## src/sv/pess_pkg.sv

```systemverilog
package pess_pkg;

	// Fixed field widths of the item and result words
	localparam int PERIOD_W    = 16;
	localparam int SLOT_W      = 4;
	localparam int LEVEL_IN_W  = 2;
	localparam int KIND_W      = 3;

	// Most slots reported by one dispatch
	localparam int MAX_RESULTS = 16;
	localparam int NCNT_W      = $clog2(MAX_RESULTS + 1);

	// Command codes
	localparam logic [1:0] CMD_REG   = 2'd0;
	localparam logic [1:0] CMD_UNREG = 2'd1;
	localparam logic [1:0] CMD_DISP  = 2'd2;

	// Result kinds
	localparam logic [KIND_W-1:0] KIND_REG   = 3'd0;
	localparam logic [KIND_W-1:0] KIND_FULL  = 3'd1;
	localparam logic [KIND_W-1:0] KIND_UNREG = 3'd2;
	localparam logic [KIND_W-1:0] KIND_BAD   = 3'd3;
	localparam logic [KIND_W-1:0] KIND_FIRED = 3'd4;
	localparam logic [KIND_W-1:0] KIND_NONE  = 3'd5;

	// Controller to datapath
	typedef struct packed {
		logic load_in;   // capture the input word
		logic start;     // clear scan index and pipeline
		logic set_full;  // answer: table full
		logic set_bad;   // answer: bad slot
		logic rscan;     // search for a free slot
		logic uscan;     // walk and compact the order list
		logic dscan;     // walk the order list and fire
		logic finish;    // hand the final result to the output register
	} pess_cmd_t;

	// Datapath to controller
	typedef struct packed {
		logic [1:0] cmd;
		logic       full;
		logic       bad_slot;
		logic       rscan_hit;
		logic       uscan_done;
		logic       dscan_done;
		logic       out_free;
	} pess_stat_t;

endpackage

```

## src/sv/pess_ram.sv

```systemverilog
module pess_ram #(
	parameter int WIDTH = 8,
	parameter int DEPTH = 16,
	localparam int AW = $clog2(DEPTH)
) (
	input  logic             clk,
	input  logic             wr_en,
	input  logic [AW-1:0]    wr_addr,
	input  logic [WIDTH-1:0] wr_data,
	input  logic             rd_en,
	input  logic [AW-1:0]    rd_addr,
	output logic [WIDTH-1:0] rd_data
);

	logic [WIDTH-1:0] mem_q [DEPTH];

	always_ff @(posedge clk) begin
		if (wr_en) begin
			mem_q[wr_addr] <= wr_data;
		end
		if (rd_en) begin
			rd_data <= mem_q[rd_addr];
		end
	end

endmodule

```

## src/sv/pess_ctrl.sv

```systemverilog
module pess_ctrl import pess_pkg::*; (
	input  logic       clk,
	input  logic       arst_n,
	input  logic       in_valid,
	output logic       in_ready,
	input  pess_stat_t stat,
	output pess_cmd_t  ctl
);

	typedef enum logic [2:0] {
		ST_IDLE,
		ST_DECODE,
		ST_RSCAN,
		ST_USCAN,
		ST_DSCAN,
		ST_FINISH
	} state_t;

	state_t state_q;
	logic   ready_q;

	assign in_ready = ready_q;

	always_comb begin
		ctl = '0;
		case (state_q)
			ST_IDLE: begin
				ctl.load_in = in_valid && ready_q;
			end
			ST_DECODE: begin
				case (stat.cmd)
					CMD_REG: begin
						ctl.set_full = stat.full;
						ctl.start    = !stat.full;
					end
					CMD_UNREG: begin
						ctl.set_bad = stat.bad_slot;
						ctl.start   = !stat.bad_slot;
					end
					CMD_DISP: begin
						ctl.start = 1'b1;
					end
					default: ;
				endcase
			end
			ST_RSCAN:  ctl.rscan  = 1'b1;
			ST_USCAN:  ctl.uscan  = 1'b1;
			ST_DSCAN:  ctl.dscan  = 1'b1;
			ST_FINISH: ctl.finish = 1'b1;
			default: ;
		endcase
	end

	always_ff @(posedge clk or negedge arst_n) begin
		if (!arst_n) begin
			state_q <= ST_IDLE;
			ready_q <= 1'b1;
		end else begin
			case (state_q)
				ST_IDLE: begin
					if (in_valid && ready_q) begin
						state_q <= ST_DECODE;
						ready_q <= 1'b0;
					end
				end
				ST_DECODE: begin
					case (stat.cmd)
						CMD_REG:   state_q <= stat.full ? ST_FINISH : ST_RSCAN;
						CMD_UNREG: state_q <= stat.bad_slot ? ST_FINISH : ST_USCAN;
						CMD_DISP:  state_q <= ST_DSCAN;
						default: begin
							state_q <= ST_IDLE;
							ready_q <= 1'b1;
						end
					endcase
				end
				ST_RSCAN: begin
					if (stat.rscan_hit) begin
						state_q <= ST_FINISH;
					end
				end
				ST_USCAN: begin
					if (stat.uscan_done) begin
						state_q <= ST_FINISH;
					end
				end
				ST_DSCAN: begin
					if (stat.dscan_done) begin
						state_q <= ST_FINISH;
					end
				end
				ST_FINISH: begin
					if (stat.out_free) begin
						state_q <= ST_IDLE;
						ready_q <= 1'b1;
					end
				end
				default: begin
					state_q <= ST_IDLE;
					ready_q <= 1'b1;
				end
			endcase
		end
	end

endmodule

```

## src/sv/pess_datapath.sv

```systemverilog
module pess_datapath import pess_pkg::*; #(
	parameter int NUM_SLOTS   = 16,
	parameter int COUNT_WIDTH = 16,
	parameter int LEVEL_WIDTH = 2
) (
	input  logic                  clk,
	input  logic                  arst_n,
	input  pess_cmd_t             ctl,
	output pess_stat_t            stat,
	input  logic [1:0]            cmd,
	input  logic [SLOT_W-1:0]     slot,
	input  logic [PERIOD_W-1:0]   period,
	input  logic [LEVEL_IN_W-1:0] level,
	input  logic                  tick,
	output logic                  out_valid,
	input  logic                  out_ready,
	output logic [KIND_W-1:0]     kind,
	output logic [SLOT_W-1:0]     slot_id,
	output logic                  timer_running,
	output logic                  last
);

	localparam int SW    = $clog2(NUM_SLOTS);
	localparam int UW    = $clog2(NUM_SLOTS + 1);
	localparam int CMP_W = (COUNT_WIDTH > PERIOD_W) ? COUNT_WIDTH : PERIOD_W;

	typedef struct packed {
		logic [PERIOD_W-1:0]    period;
		logic [COUNT_WIDTH-1:0] count;
		logic [LEVEL_WIDTH-1:0] level;
		logic                   pending;
	} rec_t;

	localparam int REC_W = $bits(rec_t);

	// Captured input word
	logic [1:0]            cmd_q;
	logic [SLOT_W-1:0]     slot_q;
	logic [PERIOD_W-1:0]   period_q;
	logic [LEVEL_IN_W-1:0] level_q;
	logic                  tick_q;

	// Slot bookkeeping
	logic [NUM_SLOTS-1:0]  valid_q;
	logic [UW-1:0]         used_q;
	logic [UW-1:0]         rd_idx_q;
	logic                  found_q;
	logic [NCNT_W-1:0]     fire_cnt_q;

	// Walk pipeline
	logic                  valid_s1;
	logic                  valid_s2;
	logic [SW-1:0]         ord_idx_s1;
	logic [SW-1:0]         slot_s2;

	// Pending answer and output register
	logic [KIND_W-1:0]     resp_kind_q;
	logic [SLOT_W-1:0]     resp_id_q;
	logic                  out_valid_q;
	logic [KIND_W-1:0]     kind_q;
	logic [SLOT_W-1:0]     slot_id_q;
	logic                  running_q;
	logic                  last_q;

	logic [SW-1:0]         slot_sel;
	logic [SW-1:0]         rd_slot;
	logic                  more;
	logic                  out_free;
	logic                  rscan_hit;
	logic                  uscan_done;
	logic                  dscan_done;
	logic                  ord_issue;
	logic                  rd_idx_inc;
	logic                  stall;
	logic                  adv;
	logic                  fire;
	logic                  push_fire;
	logic                  push_out;
	logic                  load_final;
	logic                  running_now;

	logic [COUNT_WIDTH-1:0] cnt_inc;
	logic [PERIOD_W-1:0]    per_eff;
	logic                   reach;
	logic                   pend_new;
	logic [LEVEL_WIDTH-1:0] min_level;

	rec_t                  rec_rd;
	rec_t                  rec_upd;
	rec_t                  rec_new;
	logic                  rec_wr_en;
	logic [SW-1:0]         rec_wr_addr;
	rec_t                  rec_wr_data;
	logic                  rec_rd_en;

	logic [SW-1:0]         ord_rdata;
	logic                  ord_wr_en;
	logic [SW-1:0]         ord_wr_addr;
	logic [SW-1:0]         ord_wr_data;

	assign slot_sel    = SW'(slot_q);
	assign rd_slot     = rd_idx_q[SW-1:0];
	assign more        = rd_idx_q < used_q;
	assign out_free    = !out_valid_q || out_ready;
	assign running_now = used_q != '0;
	assign min_level   = LEVEL_WIDTH'(level_q);

	assign rscan_hit  = ctl.rscan && !valid_q[rd_slot];
	assign uscan_done = ctl.uscan && !more && !valid_s1;
	assign dscan_done = ctl.dscan && !more && !valid_s1 && !valid_s2;

	// Tick and fire decision for the slot in the last stage
	always_comb begin
		cnt_inc  = rec_rd.count + COUNT_WIDTH'(1);
		per_eff  = (rec_rd.period == '0) ? PERIOD_W'(1) : rec_rd.period;
		reach    = CMP_W'(cnt_inc) >= CMP_W'(per_eff);
		rec_upd  = rec_rd;
		pend_new = rec_rd.pending;
		if (tick_q) begin
			if (reach) begin
				rec_upd.count = '0;
				pend_new      = 1'b1;
			end else begin
				rec_upd.count = cnt_inc;
			end
		end
		fire = pend_new && (rec_rd.level >= min_level)
			&& (fire_cnt_q < NCNT_W'(MAX_RESULTS));
		rec_upd.pending = pend_new && !fire;
	end

	// Hold the walk while an earlier firing cannot leave
	assign stall     = ctl.dscan && valid_s2 && fire && (resp_kind_q == KIND_FIRED)
		&& !out_free;
	assign adv       = !stall;
	assign push_fire = ctl.dscan && adv && valid_s2 && fire;
	assign push_out  = push_fire && (resp_kind_q == KIND_FIRED);
	assign load_final = ctl.finish && out_free;

	assign ord_issue  = (ctl.uscan || (ctl.dscan && adv)) && more;
	assign rd_idx_inc = ord_issue || (ctl.rscan && valid_q[rd_slot]);

	always_comb begin
		rec_new         = '0;
		rec_new.period  = period_q;
		rec_new.level   = min_level;
	end

	assign rec_wr_en   = rscan_hit || (ctl.dscan && adv && valid_s2);
	assign rec_wr_addr = rscan_hit ? rd_slot : slot_s2;
	assign rec_wr_data = rscan_hit ? rec_new : rec_upd;
	assign rec_rd_en   = ctl.dscan && adv && valid_s1;

	assign ord_wr_en   = rscan_hit || (ctl.uscan && valid_s1 && found_q);
	assign ord_wr_addr = rscan_hit ? used_q[SW-1:0] : ord_idx_s1 - SW'(1);
	assign ord_wr_data = rscan_hit ? rd_slot : ord_rdata;

	pess_ram #(
		.WIDTH(SW),
		.DEPTH(NUM_SLOTS)
	) u_order (
		.clk    (clk),
		.wr_en  (ord_wr_en),
		.wr_addr(ord_wr_addr),
		.wr_data(ord_wr_data),
		.rd_en  (ord_issue),
		.rd_addr(rd_slot),
		.rd_data(ord_rdata)
	);

	pess_ram #(
		.WIDTH(REC_W),
		.DEPTH(NUM_SLOTS)
	) u_rec (
		.clk    (clk),
		.wr_en  (rec_wr_en),
		.wr_addr(rec_wr_addr),
		.wr_data(rec_wr_data),
		.rd_en  (rec_rd_en),
		.rd_addr(ord_rdata),
		.rd_data(rec_rd)
	);

	always_ff @(posedge clk or negedge arst_n) begin
		if (!arst_n) begin
			valid_q     <= '0;
			used_q      <= '0;
			rd_idx_q    <= '0;
			found_q     <= 1'b0;
			fire_cnt_q  <= '0;
			valid_s1    <= 1'b0;
			valid_s2    <= 1'b0;
			out_valid_q <= 1'b0;
		end else begin
			if (ctl.start) begin
				rd_idx_q   <= '0;
				found_q    <= 1'b0;
				fire_cnt_q <= '0;
				valid_s1   <= 1'b0;
				valid_s2   <= 1'b0;
			end else begin
				if (rd_idx_inc) begin
					rd_idx_q <= rd_idx_q + UW'(1);
				end
				if (ctl.uscan) begin
					valid_s1 <= ord_issue;
					if (valid_s1 && ord_rdata == slot_sel) begin
						found_q <= 1'b1;
					end
				end
				if (ctl.dscan && adv) begin
					valid_s1 <= ord_issue;
					valid_s2 <= valid_s1;
				end
				if (push_fire) begin
					fire_cnt_q <= fire_cnt_q + NCNT_W'(1);
				end
			end
			if (rscan_hit) begin
				valid_q[rd_slot] <= 1'b1;
				used_q           <= used_q + UW'(1);
			end
			if (uscan_done) begin
				valid_q[slot_sel] <= 1'b0;
				used_q            <= used_q - UW'(1);
			end
			if (load_final || push_out) begin
				out_valid_q <= 1'b1;
			end else if (out_ready) begin
				out_valid_q <= 1'b0;
			end
		end
	end

	always_ff @(posedge clk) begin
		if (ctl.load_in) begin
			cmd_q    <= cmd;
			slot_q   <= slot;
			period_q <= period;
			level_q  <= level;
			tick_q   <= tick;
		end
		if (ord_issue) begin
			ord_idx_s1 <= rd_slot;
		end
		if (rec_rd_en) begin
			slot_s2 <= ord_rdata;
		end
		if (ctl.start) begin
			resp_kind_q <= KIND_NONE;
			resp_id_q   <= '0;
		end else if (ctl.set_full) begin
			resp_kind_q <= KIND_FULL;
			resp_id_q   <= '0;
		end else if (ctl.set_bad) begin
			resp_kind_q <= KIND_BAD;
			resp_id_q   <= slot_q;
		end else if (rscan_hit) begin
			resp_kind_q <= KIND_REG;
			resp_id_q   <= SLOT_W'(rd_slot);
		end else if (uscan_done) begin
			resp_kind_q <= KIND_UNREG;
			resp_id_q   <= slot_q;
		end else if (push_fire) begin
			resp_kind_q <= KIND_FIRED;
			resp_id_q   <= SLOT_W'(slot_s2);
		end
		if (load_final || push_out) begin
			kind_q    <= resp_kind_q;
			slot_id_q <= resp_id_q;
			running_q <= running_now;
			last_q    <= load_final;
		end
	end

	assign stat.cmd        = cmd_q;
	assign stat.full       = used_q == UW'(NUM_SLOTS);
	assign stat.bad_slot   = (int'(slot_q) >= NUM_SLOTS) || !valid_q[slot_sel];
	assign stat.rscan_hit  = rscan_hit;
	assign stat.uscan_done = uscan_done;
	assign stat.dscan_done = dscan_done;
	assign stat.out_free   = out_free;

	assign out_valid     = out_valid_q;
	assign kind          = kind_q;
	assign slot_id       = slot_id_q;
	assign timer_running = running_q;
	assign last          = last_q;

endmodule

```

## src/sv/periodic_event_slot_scheduler.sv

```systemverilog
// Channel  Handshake            Word fields
// in       in_valid / in_ready  cmd[1:0] slot[3:0] period[15:0] level[1:0] tick
// out      out_valid/out_ready  kind[2:0] slot_id[3:0] timer_running last
//
// One command at a time. Register searches for the lowest free slot number
// (free slots are searched one per cycle). Unregister and dispatch walk the
// registration order one entry per cycle through the order memory read port;
// dispatch also reads the slot memory. A full output register stalls the
// dispatch walk only when a second firing must leave, and holds the final
// word until the receiver takes the previous one. Reset clears valid bits,
// fill count and handshake state at once; the slot and order memories need
// no clearing pass.
module periodic_event_slot_scheduler import pess_pkg::*; #(
	parameter int NUM_SLOTS   = 16,
	parameter int COUNT_WIDTH = 16,
	parameter int LEVEL_WIDTH = 2
) (
	input  logic                  clk,
	input  logic                  arst_n,
	input  logic                  in_valid,
	output logic                  in_ready,
	input  logic [1:0]            cmd,
	input  logic [SLOT_W-1:0]     slot,
	input  logic [PERIOD_W-1:0]   period,
	input  logic [LEVEL_IN_W-1:0] level,
	input  logic                  tick,
	output logic                  out_valid,
	input  logic                  out_ready,
	output logic [KIND_W-1:0]     kind,
	output logic [SLOT_W-1:0]     slot_id,
	output logic                  timer_running,
	output logic                  last
);

	// Commands down, status up; nothing else crosses
	pess_cmd_t  ctl;
	pess_stat_t stat;

	// Sequence one command: decode, scan or walk, then hand over the last word (spare opcodes are dropped)
	pess_ctrl u_ctrl (
		.clk     (clk),
		.arst_n  (arst_n),
		.in_valid(in_valid),
		.in_ready(in_ready),
		.stat    (stat),
		.ctl     (ctl)
	);

	// Slot table, order list, walk pipeline and output register
	pess_datapath #(
		.NUM_SLOTS  (NUM_SLOTS),
		.COUNT_WIDTH(COUNT_WIDTH),
		.LEVEL_WIDTH(LEVEL_WIDTH)
	) u_dp (
		.clk          (clk),
		.arst_n       (arst_n),
		.ctl          (ctl),
		.stat         (stat),
		.cmd          (cmd),
		.slot         (slot),
		.period       (period),
		.level        (level),
		.tick         (tick),
		.out_valid    (out_valid),
		.out_ready    (out_ready),
		.kind         (kind),
		.slot_id      (slot_id),
		.timer_running(timer_running),
		.last         (last)
	);

endmodule

```

## config.mk

```make
export PLATFORM = sky130hd
export DESIGN_NAME = periodic_event_slot_scheduler
export DESIGN_NICKNAME = d
export VERILOG_FILES = /design/src/sv/pess_pkg.sv /design/src/sv/pess_ram.sv /design/src/sv/pess_ctrl.sv /design/src/sv/pess_datapath.sv /design/src/sv/periodic_event_slot_scheduler.sv
export SDC_FILE = /design/constraint.sdc
export NUM_CORES = 1
export LEC_CHECK = 0
export BUFFER_PORTS_ARGS = -buffer_cell sky130_fd_sc_hd__buf_2
export CAP_MARGIN = 20
export CORE_ASPECT_RATIO = 0.9
export CORE_UTILIZATION = 35
export CTS_CLUSTER_DIAMETER = 100
export DETAILED_ROUTE_END_ITERATION = 16
export PLACE_DENSITY = 0.51
export SYNTH_ARGS = -nofsm -noshare
export SYNTH_HDL_FRONTEND = slang
export SYNTH_SLANG_ARGS = --single-unit
```

## constraint.sdc

```tcl
create_clock -name clk -period 8.7 [get_ports clk]
set_clock_uncertainty 0.05 [all_clocks]
set_input_delay 0.87 -clock clk [delete_from_list [all_inputs] [get_ports clk]]
set_output_delay 0.87 -clock clk [all_outputs]
set_load 0.05 [all_outputs]
```

* After elaboration in Yosys (flattened, before gate mapping)
Memory sizes are Yosys's and may differ from the RTL's. A register that Yosys moved wholly into a read port is not among the register bits. Index checks and enable logic that the tools add are counted.
Operators by class: bitwise gates (word level) 4, magnitude comparators 8, muxes and demuxes 70, add/sub/neg operators 6, reductions and logical operators 65, divide/modulo/power cells 0, equality and inequality tests 16, shifts and indexed selects 0, multipliers 0
Operators with widths (number):
- 16-bit 2-to-1 mux | 5
- 3-bit 2-to-1 mux | 13
- 35-bit 2-to-1 mux | 1
- 1-bit 2-to-1 mux | 30
- 5-bit 2-to-1 mux | 6
- 4-bit 2-to-1 mux | 7
- 1-bit logical AND | 27
- 3-bit case mux with 6 select lines | 1
- 16-bit by 1-bit adder with 16-bit output, second input constant | 1
- 16-bit bitwise AND | 1
- 16-bit >= comparator | 1
- 16-bit logical NOT | 1
- 16-bit inverter | 1
- 16-bit bitwise OR | 1
- 5-bit by 1-bit adder with 5-bit output, second input constant | 3
- 2-bit nonzero test | 7
- 1-bit logical NOT | 10
- 4-bit by 5-bit < comparator with 1-bit output, second input constant | 2
- 2-bit by 1-bit inequality test with 1-bit output, second input constant | 5
- 5-bit nonzero test | 2
- 3-bit equality test, second input constant | 3
- 3-bit case mux with 3 select lines | 1
- 3-bit OR reduction | 3
- 1-bit binary-select mux with 4-bit select | 2
- 26 further kinds | 35
Storage, ports and cells: input bits 29, register bits after elaboration 88, word-level logic and storage cells 196, bits in read-only memories 0, bits in writable memories 624, memories 2, output and inout port bits 11, latch bits 0
Memory list:
- u_dp.u_rec.mem_q | depth 16, width 35, rd ports 1, clocked after Yosys merged registers in 1, wr ports 1, RTL line pess_ram.sv:15 | logic [WIDTH-1:0] mem_q [DEPTH];
- u_dp.u_order.mem_q | depth 16, width 4, rd ports 1, clocked after Yosys merged registers in 1, wr ports 1, RTL line pess_ram.sv:15

* Depth between registers and ports, before layout
Gate-level depths: netlist of run 1.
depth in word-level cells 19, mapped depth 17, mapped depth without buffers 14

* Hierarchy
From an unflattened synthesis of run 1, not the netlist that was laid out.
Second synthesis, totals: cell total of the unflattened synthesis 1638, area, all modules 30774.5 um^2
Modules (own cells, without submodules):
- pess_ram at u_dp.u_rec | cells an instance 914, instances 1, seq. area each 17867.1 um^2, area an instance 22404.0 um^2
- pess_datapath | cells an instance 550, instances 1, seq. area each 2277.2 um^2, area an instance 5288.8 um^2
- pess_ram at u_dp.u_order | cells an instance 130, instances 1, seq. area each 2042.0 um^2, area an instance 2706.3 um^2
- pess_ctrl | cells an instance 44, instances 1, seq. area each 101.3 um^2, area an instance 375.4 um^2

* Worst setup path after synthesis of run 1
No wires, ideal clock.
kind flip-flop to flip-flop, start register u_dp.u_rec.rd_data[3], read port of u_dp.u_rec.mem_q, end memory u_dp.u_rec.mem_q[5][0] in the netlist's numbering (enable), path buffers 1, arrival 5.897 ns, required time 8.172 ns, setup time 0.478 ns, stages on the path, launching flop included 16, path slack 2.275 ns, period minus slack after synthesis 6.425 ns, cells stage by stage edfxtp_1 -> ha_1 -> and3_1 -> and3_1 -> and3_1 -> clkbuf_1 -> nand3_1 -> xnor2_1 -> ha_1 -> and2_2 -> a221o_1 -> nand2_1 -> nand4_4 -> a31oi_1 -> a41oi_2 -> nor3b_1
Between the ends: longest elaborated chain between the ends 15
RTL lines:
- from (decl) | RTL line pess_ram.sv:12 | output logic [WIDTH-1:0] rd_data
- 16-bit by 1-bit adder with 16-bit output | RTL line pess_datapath.sv:114 | cnt_inc = rec_rd.count + COUNT_WIDTH'(1);
- 16-bit >= comparator | RTL line pess_datapath.sv:116 | reach = CMP_W'(cnt_inc) >= CMP_W'(per_eff);
- 1-bit 2-to-1 mux | RTL line pess_datapath.sv:120 | if (reach) begin
- 1-bit 2-to-1 mux | RTL line pess_datapath.sv:119 | if (tick_q) begin
- 1-bit logical AND | RTL line pess_datapath.sv:127 | fire = pend_new && (rec_rd.level >= min_level)
- 1-bit logical AND | RTL line pess_datapath.sv:128 | && (fire_cnt_q < NCNT_W'(MAX_RESULTS));
- 1-bit logical AND (2 in series) | RTL line pess_datapath.sv:133 | assign stall = ctl.dscan && valid_s2 && fire && (resp_kind_q == KIND_FIRED)
- 1-bit logical AND | RTL line pess_datapath.sv:134 | && !out_free;
- 1-bit logical NOT | RTL line pess_datapath.sv:135 | assign adv = !stall;
- 1-bit logical AND (2 in series) | RTL line pess_datapath.sv:149 | assign rec_wr_en = rscan_hit || (ctl.dscan && adv && valid_s2);
- 1-bit logical OR | RTL line pess_datapath.sv:149
- 1-bit 2-to-1 mux | RTL line pess_ram.sv:18 | if (wr_en) begin
- 1-bit 2-to-1 mux (implied by the code) | RTL line pess_ram.sv:19 | mem_q[wr_addr] <= wr_data;
- to (decl) | RTL line pess_ram.sv:15
No other way between the ends.

* Worst setup path in the final report of run 1
start register u_dp.u_rec.rd_data[3], read port of u_dp.u_rec.mem_q, end memory u_dp.u_rec.mem_q[1][5] in the netlist's numbering (enable)
The elaborated chain is that of the path after synthesis.

==> results of run 1 <==
==> worst paths after layout <==
check	startpoint	endpoint	slack, ns	cells after the start
hold / removal	arst_n	u_dp.used_q[4]	0.35	1
max in group asynchronous	arst_n	u_dp.fire_cnt_q[0]	7.68	1
min in group clk	period[12]	u_dp.period_q[12]	0.36	1
setup reg to reg	u_dp.u_rec.rd_data[3]	u_dp.u_rec.mem_q[1][5]	3.10	15
hold reg to reg	u_dp.resp_id_q[1]	u_dp.slot_id[1]	0.41	0
setup / recovery	u_dp.u_rec.rd_data[3]	u_dp.u_rec.mem_q[1][5]	3.10	15
==> logic make-up (layout without fill, tap and decap cells) <==
logic type | Yosys count | count (layout)
buf+inv | 111 | 276
mux | 215 | 215
flops | 751 | 751
fa+ha+maj | 33 | 33
simple gates | 253 | 253
compound gates | 152 | 152
xor+xnor | 43 | 43
==> flip-flops by register name, summed over array words and instances (netlist names), 3 cells and up <==
register / cells
u_dp.ord_idx_s1: 4
u_dp.u_order.rd_data: 4
u_dp.used_q: 5
u_dp.slot_id: 4
u_dp.u_order.mem_q: 64
u_ctrl.state_q: 3
u_dp.resp_kind_q: 3
u_dp.u_rec.rd_data: 35
u_dp.fire_cnt_q: 5
u_dp.rd_idx_q: 5
u_dp.slot_s2: 4
u_dp.period_q: 16
u_dp.u_rec.mem_q: 560
u_dp.resp_id_q: 4
u_dp.valid_q: 16
u_dp.slot_q: 4
u_dp.kind: 3
==> layer usage <==
metal  track usage [%]  vias up  wire, um
met5                 0        -         0
met4              4.13        0      1400
met3              3.17       94      3400
met2              25.5      349     32900
met1              24.1     8028     33500
li1                  -     6557         -
==> report_power, final <==
group          internal, mW  switching (mW)  total [mW]
logic                 0.674           0.996        1.67
registers              4.29           0.162        4.45
clock network          1.98            1.39        3.37
total                  6.94            2.55        9.49
==> cell type report <==
class / count / area [sq um]
Multi-Input combinational cell: 696 / 7870
Timing Repair Buffer: 94 / 656
Clock inverter: 51 / 494
Clock buffer: 96 / 2080
Tap cell: 1144 / 1430
Fill cell: 7662 / 51200
Inverter: 35 / 131
Sequential cell: 751 / 22300
==> placed cells by master (no fill, tap or decap), types with 9 or more instances in the layout <==
| master | instances |
|---|---|
| nand2_1 | 75 |
| xnor2_1 | 14 |
| nor3_1 | 12 |
| mux4_2 | 201 |
| edfxtp_1 | 705 |
| clkinv_1 | 17 |
| o21ai_0 | 21 |
| ha_1 | 32 |
| buf_2 | 39 |
| inv_1 | 35 |
| a31oi_1 | 11 |
| nand3_1 | 16 |
| nor2_1 | 67 |
| a21oi_1 | 57 |
| xor2_1 | 29 |
| nor2b_1 | 9 |
| clkinv_2 | 15 |
| clkbuf_16 | 81 |
| clkbuf_1 | 15 |
| dfrtp_1 | 38 |
| o21ai_1 | 12 |
| buf_4 | 50 |
| bufinv_16 | 9 |
| nor2_4 | 13 |
==> per-stage QoR <==
stage | instance area [sq um] | hold WS, ns | power [mW] | std cells
6_report | 34900 | 0.347 | 9.49 | 2867
2_1_floorplan | 30500 | 0.358 | 5.62 | 1558
4_1_cts | 34900 | 0.318 | 9.60 | 2858
3_3_place_gp | 32300 | 0.382 | 6.18 | 2710
3_5_place_dp | 32300 | 0.401 | 6.21 | 2711
5_1_grt | 34900 | 0.327 | 9.87 | 2867
==> impl_metrics.py, run 1 <==
metrics = {
    "cells_and_area": {
        "area_growth_pct": 14.6,
        "drive_gt1_share_pct": 26.3,
        "diodes": 0,
        "nets": 1721,
        "utilization_pct": 40.6,
    },
    "floorplan": {
        "fp.dieH_um": 282,
        "rows": 102,
        "core_area_sq_mm": 0.0861,
        "die_w_um": 313,
        "start_util_pct": 35.4,
        "die_area_sq_mm": 0.0883,
        "io_pins": 40,
    },
    "logic_synthesis": {
        "synth_top_cell_by_area": "edfxtp_1",
        "synth_ff_type": "edfxtp_1",
        "synthTopCellsByCount": "edfxtp_1, mux4_2, nor2_1",
        "synth_simple_gate_area_share_pct": 4.02,
        "syn_inst": 1558,
        "yosysUniqueCellTypes": 78,
        "syn_nets": 1620,
        "synth_top_family_by_area": "multiplexers",
        "synth_edf_count": 705,
        "ys_warn_count": 0,
        "syn_avg_cell_area_sq_um": 19.6,
        "synth-adder-area-share_pct": 1.38,
        "yosys.area.top_type_share_pct": 69.4,
        "synth-xor-area-share_pct": 1.23,
        "synthArstFlopShare_pct": 5.19,
        "synth-seq-cells": 751,
        "synthTopCellsByArea": "edfxtp_1, mux4_2, dfrtp_1",
        "synth.most_common_cell": "edfxtp_1",
        "synth_mux_area_share_pct": 15.5,
        "synth_compound_area_share_pct": 3.29,
        "seq_area_frac_synth_pct": 73.1,
        "synth_area_sq_mm": 0.0305,
    },
    "critical_path": {
        "critPathTopFamily": "simple AND/OR/NAND/NOR gates",
        "critPathMaxStageDelay_ns": 0.90,
        "worst-endpoint-arrival_ns": 5.80,
        "required_ns": 8.90,
        "cp_cell_sequence": "ha_1, and3_1, and3_1, and3_1, nand3_1, xnor2_1, ha_1, and2_2, a221o_1, nand2_1, nand4_4, a31oi_1, a32oi_2, nor3b_2, buf_4",
        "critPathLaunchType": "flip-flop",
        "cp_num_buf_inv": 1,
        "cpMostUsedCell": "and3_1",
        "crit_type": "flip-flop to flip-flop",
        "cp_max_fo": 25,
        "cp-end-kind": "flip-flop",
        "slowest_stage": "nor3b_2",
    },
    "timing": {
        "slew_headroom_pct": 28.1,
        "period_needed_ns": 5.60,
        "tns_ns": 0,
        "rsz0062_at_grt": "no",
        "final_hold_viol_count": 0,
        "period_share_pct": 64.4,
        "drv_slew": 0,
        "setup_viol_count_final": 0,
        "fin_ws_ns": 3.10,
        "fmax_mhz": 179,
        "worst_pin_slew_ns": 1.07,
    },
    "power_and_ir_drop": {
        "p_per_area_mw_per_mm2": 272,
        "ir_drop_uv": 150,
        "p_leak_nw": 11.3,
    },
    "flow_run": {
        "cap_violations": 0,
    },
    "route": {
        "routed-via-count": 15000,
        "drtAntennaViolNets": 0,
        "drt_iter0_drc": 1448,
        "drt_wl_total_um": 71200,
        "first_pass_iters": 5,
        "drcViolationCount": 0,
        "wl_per_cell_um": 24.8,
        "drt-vias-per-instance": 5.24,
    },
    "grt": {
        "gr-usage-all-layers_pct": 16.5,
        "first_global_vias": 15600,
        "grt_max_degree": 144,
        "antenna_found_initial": 2,
        "overflow": 0,
        "grt_first_pass_wirelength_um": 106000,
    },
    "placed_design": {
        "port_buffers": 39,
        "gp_congestion": 0.805,
        "dp_hpwl_um": 42100,
        "place_ws_ns": 3.10,
    },
    "clock_network": {
        "clock_latency_ns": 0.63,
        "clockRootBuffer": "clkbuf_16",
        "cts_tree": "yes",
        "ctsResizeCount": 0,
        "htreeDepth": 3,
        "post_cts_buffers": 0,
        "path_clk_slew_ns": 0.06,
        "cts_sinks": 751,
        "cts_buffers": 81,
        "ctsHoldBuffers": 0,
        "cts_max_path_buffers": 3,
    },
    "run_status": {
        "outcome": "finished, final reports clean",
    },
    "hold_path": {
        "hold_class": "primary input to async pin",
    },
}
No activity file was read; power rests on OpenSTA's default activity.
==> inputs of run 2 (changes only) <==
--- a/config.mk
+++ b/config.mk
@@ -5,6 +5,7 @@
 export SDC_FILE = /design/constraint.sdc
 export NUM_CORES = 1
 export LEC_CHECK = 0
+export ABC_AREA = 1
 export BUFFER_PORTS_ARGS = -buffer_cell sky130_fd_sc_hd__buf_2
 export CAP_MARGIN = 20
 export CORE_ASPECT_RATIO = 0.9
==> constraint.sdc (replaced) <==
create_clock -name clk -period 5.4 [get_ports clk]
set_clock_uncertainty 0.05 [all_clocks]
set_input_delay 0.54 -clock clk [delete_from_list [all_inputs] [get_ports clk]]
set_output_delay 0.54 -clock clk [all_outputs]
set_load 0.05 [all_outputs]
==> impl_metrics.py, run 2 <==
metrics = {
    "run_status": {
        "outcome": "finished, final reports clean",
    },
    "logic_synthesis": {
        "synthTopCellsByCount": "edfxtp_1, inv_1, o21ai_0",
        "ys_warn_count": 0,
        "synth_top_cell_by_area": "edfxtp_1",
        "synth_ff_type": "edfxtp_1",
        "synthTopCellsByArea": "edfxtp_1, mux2i_1, o21ai_0",
        "yosysUniqueCellTypes": 55,
        "synthArstFlopShare_pct": 5.19,
        "syn_inst": 2485,
        "syn_nets": 2547,
        "synth.most_common_cell": "edfxtp_1",
        "yosys.area.top_type_share_pct": 66.5,
        "synth_edf_count": 705,
        "synth_area_sq_mm": 0.0318,
        "seq_area_frac_synth_pct": 70.0,
        "syn_avg_cell_area_sq_um": 12.8,
        "synth-seq-cells": 751,
    },
    "placed_design": {
        "place_ws_ns": 0.807,
        "dp_hpwl_um": 48500,
        "dp_cells": 3638,
        "dpl_cell_area_sq_mm": 0.0337,
        "gp_congestion": 0.828,
        "port_buffers": 39,
    },
    "timing": {
        "fmax_mhz": 214,
        "slew_headroom_pct": 28.3,
        "period_share_pct": 86.5,
        "tns_ns": 0,
        "setup_viol_count_final": 0,
        "final_hold_viol_count": 0,
        "rsz0062_at_grt": "no",
        "hold_slack_ns": 0.0384,
        "fin_ws_ns": 0.727,
        "period_needed_ns": 4.67,
        "worst_pin_slew_ns": 1.08,
        "drv_slew": 0,
    },
    "grt": {
        "gr-usage-all-layers_pct": 17.9,
        "grt_first_pass_wirelength_um": 125000,
        "first_global_vias": 19400,
        "gr-usage-met1_pct": 27.2,
        "use_met3_pct": 2.24,
        "grt_max_degree": 122,
        "overflow": 0,
        "antenna_found_initial": 1,
        "use_met2_pct": 27.2,
        "busiest_layer": "met2",
    },
    "power_and_ir_drop": {
        "ir_drop_uv": 286,
        "finalPower_mw": 18.0,
        "p_per_area_mw_per_mm2": 495,
        "p_leak_nw": 13.4,
    },
    "floorplan": {
        "core_area_sq_mm": 0.0898,
        "die_area_sq_mm": 0.0921,
        "io_pins": 40,
        "die_w_um": 320,
        "start_util_pct": 35.4,
        "rows": 104,
        "fp.dieH_um": 288,
    },
    "clock_network": {
        "ctsResizeCount": 0,
        "clock_latency_ns": 0.64,
        "cts_sinks": 751,
        "post_cts_buffers": 0,
        "ctsHoldBuffers": 13,
        "cts_max_path_buffers": 3,
        "cts_buffers": 80,
        "htreeDepth": 3,
        "path_clk_slew_ns": 0.06,
        "clockRootBuffer": "clkbuf_16",
        "cts_tree": "yes",
    },
    "cells_and_area": {
        "largest_registers": "u_dp.u_rec.mem_q (560), u_dp.u_order.mem_q (64), u_dp.u_rec.rd_data (35)",
        "final_common_cell": "edfxtp_1",
        "drive_gt1_share_pct": 11.1,
        "area_growth_pct": 14.5,
        "nets": 2632,
        "final_area_sq_mm": 0.0364,
        "diodes": 0,
        "largest_register_ffs": 560,
        "regMostFlops": "u_dp.u_rec.mem_q",
        "layout_common_cells": "edfxtp_1, inv_1, o21ai_0",
        "utilization_pct": 40.6,
        "stdcell_count": 3799,
    },
    "critical_path": {
        "ff2ff_path_depth": 24,
        "r2r-end": "u_dp.u_rec.mem_q[0][6]",
        "cp_max_fo": 17,
        "worst-endpoint-arrival_ns": 4.91,
        "regToRegSetupSlack_ns": 0.73,
        "crit_type": "flip-flop to flip-flop",
        "required_ns": 5.63,
        "timing.rr.start": "u_dp.u_rec.rd_data[5]",
        "cp-end-kind": "flip-flop",
        "critPathLaunchType": "flip-flop",
    },
    "route": {
        "wl_per_cell_um": 21.5,
        "drt_iter0_drc": 1590,
        "routed-via-count": 19700,
        "first_pass_iters": 5,
        "drt-vias-per-instance": 5.18,
        "drcViolationCount": 0,
        "drtAntennaViolNets": 0,
        "drt_wl_total_um": 81800,
    },
    "flow_run": {
        "cap_violations": 0,
    },
    "hold_path": {
        "hold_depth": 1,
        "hold_class": "primary input to flip-flop",
        "hold_end": "u_dp.period_q[10]",
        "worstHoldStart": "period[10]",
    },
}
run 2: how the worst max path moves through the flow:
stage | endpoint | start
global placement | u_dp.u_rec.mem_q[0][9] | u_dp.u_rec.rd_data[5]
CTS | u_dp.u_rec.mem_q[0][6] | u_dp.u_rec.rd_data[3]
global route | u_dp.u_rec.mem_q[0][6] | u_dp.u_rec.rd_data[3]
detailed placement | u_dp.u_rec.mem_q[0][11] | u_dp.u_rec.rd_data[3]
finish | u_dp.u_rec.mem_q[0][6] | u_dp.u_rec.rd_data[5]
floorplan | u_dp.slot_s2[0] | u_dp.u_rec.rd_data[5]
run 2: worst max-delay path, cell delays in order (launching register included):
cell and delay (ns):
edfxtp_1 0.44, nand3_1 0.14, nor2_1 0.11, nand2_1 0.09, nor2_1 0.16, inv_1 0.08, nor3_1 0.26, nand3b_1 0.15
nor2_1 0.11, nand2_1 0.06, nand2_1 0.09, inv_1 0.05, ha_1 0.28, a21oi_1 0.15, o21ai_0 0.09, a21oi_1 0.17
nand2_1 0.07, nand2_1 0.22, nand2_1 0.14, nand3_1 0.12, nand2_1 0.07, nand2_1 0.43, nand2_1 0.25, nor3_4 0.20
buf_4 0.34
run 2: layer usage:
metal | up-vias | routed length [um]
met2 | 548 | 35800
met1 | 9787 | 40500
met3 | 104 | 3880
li1 | 9234 | -
met5 | - | 0
met4 | 0 | 1560
run 2: logic make-up after synthesis:
| family | count (synthesis) | share of synthesized area [%] |
|---|---|---|
| DFF | 751 | 70.0 |
| AOI/OAI and AO/OA | 643 | 11.8 |
| and+or+nand+nor | 471 | 6.47 |
| buffers and inverters | 421 | 5.26 |
| muxes | 140 | 4.40 |
| adders and majority gates | 33 | 1.32 |
| xor gates and xnor gates | 26 | 0.716 |
run 2: where the power goes:
group / total (mW) / leakage [nW] / internal (mW) / switching (mW)
registers: 7.55 / 6.95 / 7.27 / 0.275
clock network: 5.37 / 1.23 / 3.08 / 2.29
logic: 5.09 / 5.20 / 1.47 / 3.62
run 2: area by class of cell:
type,instances,area [sq um]
Fill cell,8319,53400
Sequential cell,751,22300
Multi-Input combinational cell,1313,7900
Clock buffer,98,2150
Tap cell,1166,1460
Timing Repair Buffer,135,1140
Inverter,289,1100
Clock inverter,47,388
